<file path="src/design/csv_field_splitter_core_macros.svh">
// ----------------------------------------------------------------------------
// csv_field_splitter_core assertion macros
// Shared concurrent assertion forms for the field splitter.
// ----------------------------------------------------------------------------
`ifndef CSV_FIELD_SPLITTER_CORE_MACROS_SVH
`define CSV_FIELD_SPLITTER_CORE_MACROS_SVH

// Check a property on every clock edge, skip while reset is asserted.
`define CSVS_ASSERT(label, prop, msg) \
    label: assert property (@(posedge i_clk) disable iff (!i_rst_n) prop) else $error(msg);

// Check a property on every clock edge, reset included.
`define CSVS_ASSERT_ALWAYS(label, prop, msg) \
    label: assert property (@(posedge i_clk) prop) else $error(msg);

`endif

</file>
<file path="src/design/csvs_pkg.sv">
// ----------------------------------------------------------------------------
// csvs_pkg
// Widths, characters and the result type of the field splitter.
// ----------------------------------------------------------------------------
`default_nettype none

package csvs_pkg;

    localparam int CHAR_W = 8;
    localparam int CNT_W  = 5;
    localparam int IDX_W  = 4;

    localparam logic [CHAR_W-1:0] QUOTE_CH = 8'h22;
    localparam logic [CHAR_W-1:0] COMMA_CH = 8'h2C;

    localparam logic [CNT_W-1:0] FIELD_CAP_RST = 5'd8;

    typedef struct packed {
        logic [CHAR_W-1:0] out_char;
        logic              char_valid;
        logic [IDX_W-1:0]  field_index;
        logic              field_end;
        logic              line_end;
        logic [CNT_W-1:0]  field_count;
        logic              error;
    } t_result;

endpackage

`default_nettype wire

</file>
<file path="src/design/csvs_char_if.sv">
// ----------------------------------------------------------------------------
// csvs_char_if
// Character channel: one byte of a line and its last-character flag.
// ----------------------------------------------------------------------------
`default_nettype none

interface csvs_char_if;

    logic                        valid;
    logic                        ready;
    logic [csvs_pkg::CHAR_W-1:0] ch;
    logic                        last_char;

    modport source (output valid, output ch, output last_char, input ready);
    modport sink   (input valid, input ch, input last_char, output ready);

endinterface

`default_nettype wire

</file>
<file path="src/design/csvs_tok_if.sv">
// ----------------------------------------------------------------------------
// csvs_tok_if
// Token channel: one tagged content byte with field and line markers.
// ----------------------------------------------------------------------------
`default_nettype none

interface csvs_tok_if;

    logic                        valid;
    logic                        ready;
    logic [csvs_pkg::CHAR_W-1:0] out_char;
    logic                        char_valid;
    logic [csvs_pkg::IDX_W-1:0]  field_index;
    logic                        field_end;
    logic                        line_end;
    logic [csvs_pkg::CNT_W-1:0]  field_count;
    logic                        error;

    modport source (
        output valid, output out_char, output char_valid, output field_index,
        output field_end, output line_end, output field_count, output error,
        input  ready
    );
    modport sink (
        input  valid, input out_char, input char_valid, input field_index,
        input  field_end, input line_end, input field_count, input error,
        output ready
    );

endinterface

`default_nettype wire

</file>
<file path="src/design/csvs_parser.sv">
// ----------------------------------------------------------------------------
// csvs_parser
// Per-line parse state and the decode of one character into a result.
// ----------------------------------------------------------------------------
`default_nettype none

module csvs_parser (
    input  wire logic                        i_clk,
    input  wire logic                        i_rst_n,
    input  wire logic                        i_step,
    input  wire logic [csvs_pkg::CHAR_W-1:0] i_ch,
    input  wire logic                        i_last,
    input  wire logic [csvs_pkg::CNT_W-1:0]  i_limit,
    output      csvs_pkg::t_result           o_res
);
    import csvs_pkg::*;

    typedef enum logic [1:0] {
        PH_START,
        PH_PLAIN,
        PH_QUOTED,
        PH_QSEEN
    } t_phase;

    t_phase           r_phase, n_phase;
    logic [CNT_W-1:0] r_fields, n_fields;
    logic             r_err, n_err;

    logic [CHAR_W-1:0] oc;
    logic              valid;
    logic              fend;

    always_comb begin
        n_phase  = r_phase;
        n_fields = r_fields;
        n_err    = r_err;
        oc       = '0;
        valid    = 1'b0;
        fend     = 1'b0;
        if (!r_err) begin
            case (r_phase)
                PH_START: begin
                    if (r_fields >= i_limit) begin
                        n_err = 1'b1;
                    end else begin
                        n_fields = r_fields + CNT_W'(1);
                        if (i_ch == QUOTE_CH) begin
                            n_phase = PH_QUOTED;
                        end else if (i_ch == COMMA_CH) begin
                            fend = 1'b1;
                        end else begin
                            oc      = i_ch;
                            valid   = 1'b1;
                            n_phase = PH_PLAIN;
                        end
                    end
                end
                PH_PLAIN: begin
                    if (i_ch == COMMA_CH) begin
                        fend    = 1'b1;
                        n_phase = PH_START;
                    end else begin
                        oc    = i_ch;
                        valid = 1'b1;
                    end
                end
                PH_QUOTED: begin
                    if (i_ch == QUOTE_CH) begin
                        n_phase = PH_QSEEN;
                    end else begin
                        oc    = i_ch;
                        valid = 1'b1;
                    end
                end
                PH_QSEEN: begin
                    // doubled quote is a literal, comma closes, anything else is junk
                    if (i_ch == QUOTE_CH) begin
                        oc      = QUOTE_CH;
                        valid   = 1'b1;
                        n_phase = PH_QUOTED;
                    end else if (i_ch == COMMA_CH) begin
                        fend    = 1'b1;
                        n_phase = PH_START;
                    end else begin
                        n_err = 1'b1;
                    end
                end
                default: begin
                    n_phase = PH_START;
                end
            endcase
        end
        // end of line closes a field that is still open
        if (i_last && !n_err && n_phase != PH_START) begin
            fend = 1'b1;
        end
    end

    always_comb begin
        o_res.out_char    = oc;
        o_res.char_valid  = valid;
        o_res.field_index = (n_fields == '0) ? '0 : IDX_W'(n_fields - CNT_W'(1));
        o_res.field_end   = fend;
        o_res.line_end    = i_last;
        o_res.field_count = n_fields;
        o_res.error       = n_err;
    end

    always_ff @(posedge i_clk) begin
        if (!i_rst_n) begin
            r_phase  <= PH_START;
            r_fields <= '0;
            r_err    <= 1'b0;
        end else if (i_step) begin
            if (i_last) begin
                r_phase  <= PH_START;
                r_fields <= '0;
                r_err    <= 1'b0;
            end else begin
                r_phase  <= n_phase;
                r_fields <= n_fields;
                r_err    <= n_err;
            end
        end
    end

endmodule

`default_nettype wire

</file>
<file path="src/design/csv_field_splitter_core.sv">
// ----------------------------------------------------------------------------
// csv_field_splitter_core
// Splits a CSV line into tagged field content, one byte a cycle unless stalled.
// ----------------------------------------------------------------------------
// Usage:
//   i_in carries one byte of a line per item, last_char set on its final byte.
//   o_out returns exactly one result per input byte, in order: the content byte
//   (char_valid), its field index, field and line end marks, the running field
//   count and the sticky error flag of the line.
//   i_cfg_we / i_cfg_wdata write the field cap; write it only while the block
//   is idle. The effective limit is the smaller of the field cap and FIELD_LIMIT.
// Pipeline and throughput:
//   An accepted byte sits in the input register, is parsed, and lands in the
//   result register once that register is free or being drained. One byte is
//   accepted every cycle while o_out.ready stays high; the parse state loop in
//   csvs_parser updates once per byte.
// Reset:
//   Synchronous, active low. Both stages empty, parse state at field start,
//   field cap back to 8. i_in.ready is high right after reset.
// Stall:
//   When o_out.ready is low the result register holds, the input register
//   fills, and i_in.ready drops until the result is taken.
// ----------------------------------------------------------------------------
`default_nettype none

`include "csv_field_splitter_core_macros.svh"

module csv_field_splitter_core #(
    parameter int FIELD_LIMIT = 16
) (
    input  wire logic                       i_clk,
    input  wire logic                       i_rst_n,
    input  wire logic                       i_cfg_we,
    input  wire logic [csvs_pkg::CNT_W-1:0] i_cfg_wdata,
    csvs_char_if.sink                       i_in,
    csvs_tok_if.source                      o_out
);
    import csvs_pkg::*;

    // the field cap is CNT_W bits wide, so a larger limit never binds
    localparam int              LIM_MAX = (1 << CNT_W) - 1;
    localparam int              LIM_CAP = (FIELD_LIMIT > LIM_MAX) ? LIM_MAX : FIELD_LIMIT;
    localparam logic [CNT_W-1:0] LIM    = LIM_CAP[CNT_W-1:0];

    logic [CNT_W-1:0]  r_field_cap;
    logic [CNT_W-1:0]  limit;

    // input stage
    logic              r_s1_valid, n_s1_valid;
    logic [CHAR_W-1:0] r_s1_ch;
    logic              r_s1_last;

    // result stage
    logic              r_out_valid, n_out_valid;
    t_result           r_res;
    t_result           res;

    logic              s1_adv;
    logic              in_take;

    // advance the input stage when the result register is free or being drained
    assign s1_adv     = r_s1_valid && (!r_out_valid || o_out.ready);
    assign i_in.ready = !r_s1_valid || s1_adv;
    assign in_take    = i_in.valid && i_in.ready;

    assign limit = (r_field_cap > LIM) ? LIM : r_field_cap;

    csvs_parser u_parser (
        .i_clk   (i_clk),
        .i_rst_n (i_rst_n),
        .i_step  (s1_adv),
        .i_ch    (r_s1_ch),
        .i_last  (r_s1_last),
        .i_limit (limit),
        .o_res   (res)
    );

    always_comb begin
        n_s1_valid = i_in.ready ? i_in.valid : r_s1_valid;
        if (s1_adv) begin
            n_out_valid = 1'b1;
        end else if (o_out.ready) begin
            n_out_valid = 1'b0;
        end else begin
            n_out_valid = r_out_valid;
        end
    end

    always_ff @(posedge i_clk) begin
        if (!i_rst_n) begin
            r_s1_valid  <= 1'b0;
            r_out_valid <= 1'b0;
            r_field_cap <= FIELD_CAP_RST;
        end else begin
            r_s1_valid  <= n_s1_valid;
            r_out_valid <= n_out_valid;
            if (i_cfg_we) begin
                r_field_cap <= i_cfg_wdata;
            end
        end
    end

    // payload: load on acceptance, hold otherwise
    always_ff @(posedge i_clk) begin
        if (in_take) begin
            r_s1_ch   <= i_in.ch;
            r_s1_last <= i_in.last_char;
        end
        if (s1_adv) begin
            r_res <= res;
        end
    end

    assign o_out.valid       = r_out_valid;
    assign o_out.out_char    = r_res.out_char;
    assign o_out.char_valid  = r_res.char_valid;
    assign o_out.field_index = r_res.field_index;
    assign o_out.field_end   = r_res.field_end;
    assign o_out.line_end    = r_res.line_end;
    assign o_out.field_count = r_res.field_count;
    assign o_out.error       = r_res.error;

    // content and field ends never appear once the line is in error
    `CSVS_ASSERT(a_no_content_in_error,
        (o_out.valid && o_out.error) |-> (!o_out.char_valid && !o_out.field_end),
        "content or field end flagged on an errored line")
    // the field count never passes the compile-time cap
    `CSVS_ASSERT(a_count_capped, o_out.valid |-> (o_out.field_count <= LIM),
        "field count beyond the limit")
    // a stalled result register keeps its item
    `CSVS_ASSERT(a_result_held,
        (r_out_valid && !o_out.ready) |=> (r_out_valid && $stable(r_res)),
        "result changed under stall")
    // both stages are empty right after reset
    `CSVS_ASSERT_ALWAYS(a_reset_empty, !i_rst_n |=> (!r_s1_valid && !r_out_valid),
        "stages not empty after reset")

endmodule

`default_nettype wire

</file>
<file path="src/flat_wrapper.sv">
// flat-port wrapper written by rule: the top's interface ports become plain ports
module csv_field_splitter_core_flat import csvs_pkg::*;
#(
    parameter int FIELD_LIMIT = 16
)
  (i_clk, i_rst_n, i_cfg_we, i_cfg_wdata, i_in_valid, i_in_ch, i_in_last_char, i_in_ready, o_out_valid, o_out_out_char, o_out_char_valid, o_out_field_index, o_out_field_end, o_out_line_end, o_out_field_count, o_out_error, o_out_ready);
  csvs_char_if i_in_i ();
  csvs_tok_if o_out_i ();
  input  wire logic i_clk;
  input  wire logic i_rst_n;
  input  wire logic i_cfg_we;
  input  wire logic [csvs_pkg::CNT_W-1:0] i_cfg_wdata;
  input wire logic [$bits(i_in_i.valid)-1:0] i_in_valid;
  input wire logic [$bits(i_in_i.ch)-1:0] i_in_ch;
  input wire logic [$bits(i_in_i.last_char)-1:0] i_in_last_char;
  output wire logic [$bits(i_in_i.ready)-1:0] i_in_ready;
  output wire logic [$bits(o_out_i.valid)-1:0] o_out_valid;
  output wire logic [$bits(o_out_i.out_char)-1:0] o_out_out_char;
  output wire logic [$bits(o_out_i.char_valid)-1:0] o_out_char_valid;
  output wire logic [$bits(o_out_i.field_index)-1:0] o_out_field_index;
  output wire logic [$bits(o_out_i.field_end)-1:0] o_out_field_end;
  output wire logic [$bits(o_out_i.line_end)-1:0] o_out_line_end;
  output wire logic [$bits(o_out_i.field_count)-1:0] o_out_field_count;
  output wire logic [$bits(o_out_i.error)-1:0] o_out_error;
  input wire logic [$bits(o_out_i.ready)-1:0] o_out_ready;
  assign i_in_i.valid = i_in_valid;
  assign i_in_i.ch = i_in_ch;
  assign i_in_i.last_char = i_in_last_char;
  assign i_in_ready = i_in_i.ready;
  assign o_out_valid = o_out_i.valid;
  assign o_out_out_char = o_out_i.out_char;
  assign o_out_char_valid = o_out_i.char_valid;
  assign o_out_field_index = o_out_i.field_index;
  assign o_out_field_end = o_out_i.field_end;
  assign o_out_line_end = o_out_i.line_end;
  assign o_out_field_count = o_out_i.field_count;
  assign o_out_error = o_out_i.error;
  assign o_out_i.ready = o_out_ready;
  csv_field_splitter_core #(.FIELD_LIMIT(FIELD_LIMIT)) u_core (.i_clk(i_clk), .i_rst_n(i_rst_n), .i_cfg_we(i_cfg_we), .i_cfg_wdata(i_cfg_wdata), .i_in(i_in_i), .o_out(o_out_i));
endmodule
</file>
<file path="config.mk">
export PLATFORM = sky130hd
export DESIGN_NAME = csv_field_splitter_core_flat
export DESIGN_NICKNAME = d
export VERILOG_FILES = /design/src/design/csvs_pkg.sv /design/src/design/csvs_char_if.sv /design/src/design/csvs_tok_if.sv /design/src/design/csvs_parser.sv /design/src/design/csv_field_splitter_core.sv /design/src/flat_wrapper.sv
export VERILOG_INCLUDE_DIRS = /design/src /design/src/design
export SDC_FILE = /design/constraint.sdc
export NUM_CORES = 1
export LEC_CHECK = 0
export BUFFER_PORTS_ARGS = -buffer_cell sky130_fd_sc_hd__buf_2
export CORE_MARGIN = 4
export CORE_UTILIZATION = 50
export CTS_CLUSTER_SIZE = 25
export DETAILED_ROUTE_END_ITERATION = 8
export HOLD_SLACK_MARGIN = 0.12
export PLACE_DENSITY = 0.73
export SETUP_SLACK_MARGIN = 0.02
export SLEW_MARGIN = 10
export SYNTH_ARGS = -nofsm -noshare
export SYNTH_HDL_FRONTEND = slang
export SYNTH_HIERARCHICAL = 1
export SYNTH_SLANG_ARGS = --single-unit
</file>
<file path="constraint.sdc">
create_clock -name i_clk -period 3.5 [get_ports i_clk]
set_clock_uncertainty 0.15 [all_clocks]
set_input_delay 0.35 -clock i_clk [delete_from_list [all_inputs] [get_ports i_clk]]
set_output_delay 0.35 -clock i_clk [all_outputs]
set_load 0.03 [all_outputs]
</file>
==> impl_metrics.yaml <==
grt:
  track_usage_pct: 16.7
  grt_pass1_wl_um: 7900
  grt_pass1_vias: 1658
  grt_max_degree: 19
  grt_overflow: 0
  antenna_found_initial: 0
timing:
  period_share_pct: 78.5
  layout_setup_ws_ns: 0.753
  worst_pin_slew_ns: 0.840
  drv_slew: 0
  fmax_mhz: 364
  setup_viol: 0
  final_hold_viol_count: 0
  rsz0062_at_grt: "no"
  fin_crit_ns: 2.75
  tns_ns: 0
  hold_slack_ns: 0.156
  slew-limit-headroom_pct: 43.7
logic_synthesis:
  ys_async_sr_fraction_pct: 0
  ys_seq_area_share_pct: 50.3
  synth-seq-cells: 45
  ys_warn_count: 6
  synth_cells: 221
  syn_area_mm2: 0.00239
  synth.net_count: 252
  synth_top_flop_cell: "edfxtp_1"
  syn_area_per_cell_um2: 10.8
  synth-edff-count: 30
  synth_cell_types: 49
power_and_ir_drop:
  powerDensity_mw_per_mm2: 404
  power.switching_mw: 0.312
  seqPwrFrac_pct: 54.3
  p_leak_nw: 1.18
  intPower_mw: 0.821
  fin_total_pwr_mw: 1.13
  switching_share_pct: 27.5
  comb_power_share_pct: 17.3
  clockPowerShare_pct: 28.4
  peakVddDrop_mv: 0.256
clock_tree:
  numCtsBuffers: 5
  cts_max_path_buffers: 2
  cts_root_buffer: "clkbuf_8"
  cts_resized: 0
  clock_sinks: 45
  cts_tree: "done"
  htree_levels: 2
  post-cts-setup-buffers: 0
  cts.clk_slew.worst_paths_ns: 0.09
  clock_latency_ns: 0.30
worst_setup_path:
  slowest_stage: "or4b_4"
  path_delay_family: "simple AND/OR/NAND/NOR gates"
  cp-end-kind: "flop"
  worstPathMaxFanout: 5
  crit_buf_inv: 0
  worstPathArrival_ns: 2.64
  required_ns: 3.39
  path_class: "reg2reg"
  startpoint_type: "flop"
  max_stage_delay_ns: 0.55
  path_cells: "or4b_4 > or4_4 > and2_4 > a31oi_4 > nor3_2 > o31ai_1 > o41ai_1"
job:
  max-cap-violations: 0
floorplan:
  rows: 24
  fp.dieH_um: 77.1
  start_util_pct: 53.3
  dieArea_mm2: 0.00594
  coreArea_mm2: 0.00447
  die_x_um: 77.1
  io_pins: 42
run_status:
  run_status: "finished clean"
routing:
  drt_pre_antenna_iters: 5
  top_layer: "met4"
  drt_iter0_markers: 176
  viasPerCell: 5.56
  drcViolationCount: 0
  totalWireLength_um: 4660
  wl_met2_um: 2110
  wl_met3_um: 313
  drtAntennaViolNets: 0
  wl_met1_um: 2180
  routedWlPerCell_um: 14.4
  num_vias: 1802
layout:
  final_cell_area_mm2: 0.00280
  fin_util_pct: 62.7
  drive_gt1_share_pct: 24.3
  fin_cells: 324
  diodes: 0
  area_growth_pct: 17.5
  nets: 302
placed_design:
  dp_hpwl_um: 3210
  gp_congestion: 0.912
  dp.cells: 306
  place_worst_setup_slack_ns: 0.771
  place_area_mm2: 0.00261
  io_buffers: 41
worst_hold_path:
  hold_class: "in2reg"
[metal layers]
metal / vias to the layer above / GRT usage [%]
li1: 889 / -
met1: 827 / 22.5
met2: 75 / 26.1
met3: 11 / 4.45
met4: 0 / 5.16
met5: - / 0
[worst paths after layout]
| kind | startpoint | to | slack [ns] | depth (start not counted) |
|---|---|---|---|---|
| setup reg to reg | u_core/r_s1_ch[4] | u_core/o_out.field_end | 0.75 | 7 |
| hold reg to reg | u_core/r_field_cap[3] | u_core/r_field_cap[3] | 0.33 | 2 |
| hold / removal | i_cfg_wdata[1] | u_core/r_field_cap[1] | 0.16 | 3 |
| setup / recovery | u_core/r_s1_ch[4] | u_core/o_out.field_end | 0.75 | 7 |
[power by group through the flow]
stage,Sequential [mW],Clock (mW),Combinational (mW)
5_1_grt,0.619,0.353,0.216
2_1_floorplan,0.656,0,0.114
4_1_cts,0.615,0.332,0.195
6_report,0.615,0.321,0.196
3_3_place_gp,0.627,0,0.183
3_5_place_dp,0.627,0,0.185
[tightest hold or removal path: stages]
cell and delay (ns):
buf_2 0.07, mux2i_1 0.05, nor2b_1 0.09
[sequential cells by signal, summed over array words and instances, names as in the netlist, 2 cells and up]
| register | cells |
|---|---|
| u_core/o_out.out_char | 8 |
| u_core/r_s1_ch | 8 |
| u_core/o_out.field_count | 5 |
| u_core/r_field_cap | 5 |
| u_core/u_parser/r_fields | 5 |
| u_core/o_out.field_index | 4 |
| u_core/u_parser/r_phase | 2 |
[cells in the mapped netlist (3+ instances only)]
library cell | count | area share (%)
edfxtp_1 | 30 | 38
nor2b_1 | 20 | 5.2
nand2_1 | 16 | 2.5
dfxtp_1 | 15 | 13
inv_1 | 15 | 2.4
ha_1 | 12 | 6.3
a21oi_1 | 11 | 2.3
o21ai_0 | 10 | 2.1
and2_1 | 9 | 2.4
nor2_1 | 9 | 1.4
mux2i_1 | 6 | 2.5
nor3_1 | 6 | 1.3
a211oi_1 | 5 | 1.6
clkbuf_1 | 5 | 0.79
buf_4 | 4 | 1.3
xnor2_1 | 4 | 1.5
and3_1 | 3 | 0.79
o211ai_1 | 3 | 0.94
[layout by cell type (no fill, tap or decap), drive strengths merged, types with 7 or more instances in the layout]
master,instances
ha,12
a21oi,12
nor3,7
dfxtp,15
inv,16
and2,11
nor2b,21
buf,43
edfxtp,30
nand2,16
dlygate4sd3,10
o21ai,10
nor2,9
[cells by family after synthesis]
logic type                 share of synthesized area (%)
and+or+nand+nor                                     18.8
xor gates and xnor gates                            1.47
muxes                                               2.52
DFF                                                 50.3
buffers and inverters                               4.88
AOI/OAI and AO/OA                                   15.7
adders and majority gates                           6.29
[area by class of cell]
| cell class | count | area [µm²] |
|---|---|---|
| clock buffer | 5 | 68.8 |
| clock inverter | 3 | 21.3 |
| fill | 364 | 1670 |
| inverter | 15 | 56.3 |
| multi-input combinational | 151 | 1070 |
| sequential | 45 | 1200 |
| tap | 52 | 65.1 |
| timing repair buffer | 53 | 320 |
[what timing repair did]
| item | 4_1_cts | 5_1_grt |
|---|---|---|
| setup endpoints to repair | 0 | 0 |
| endpoints found under the hold margin | 10 | 0 |
| hold buffers | 10 | 0 |
Note: power is estimated with default switching activity, not from simulation.
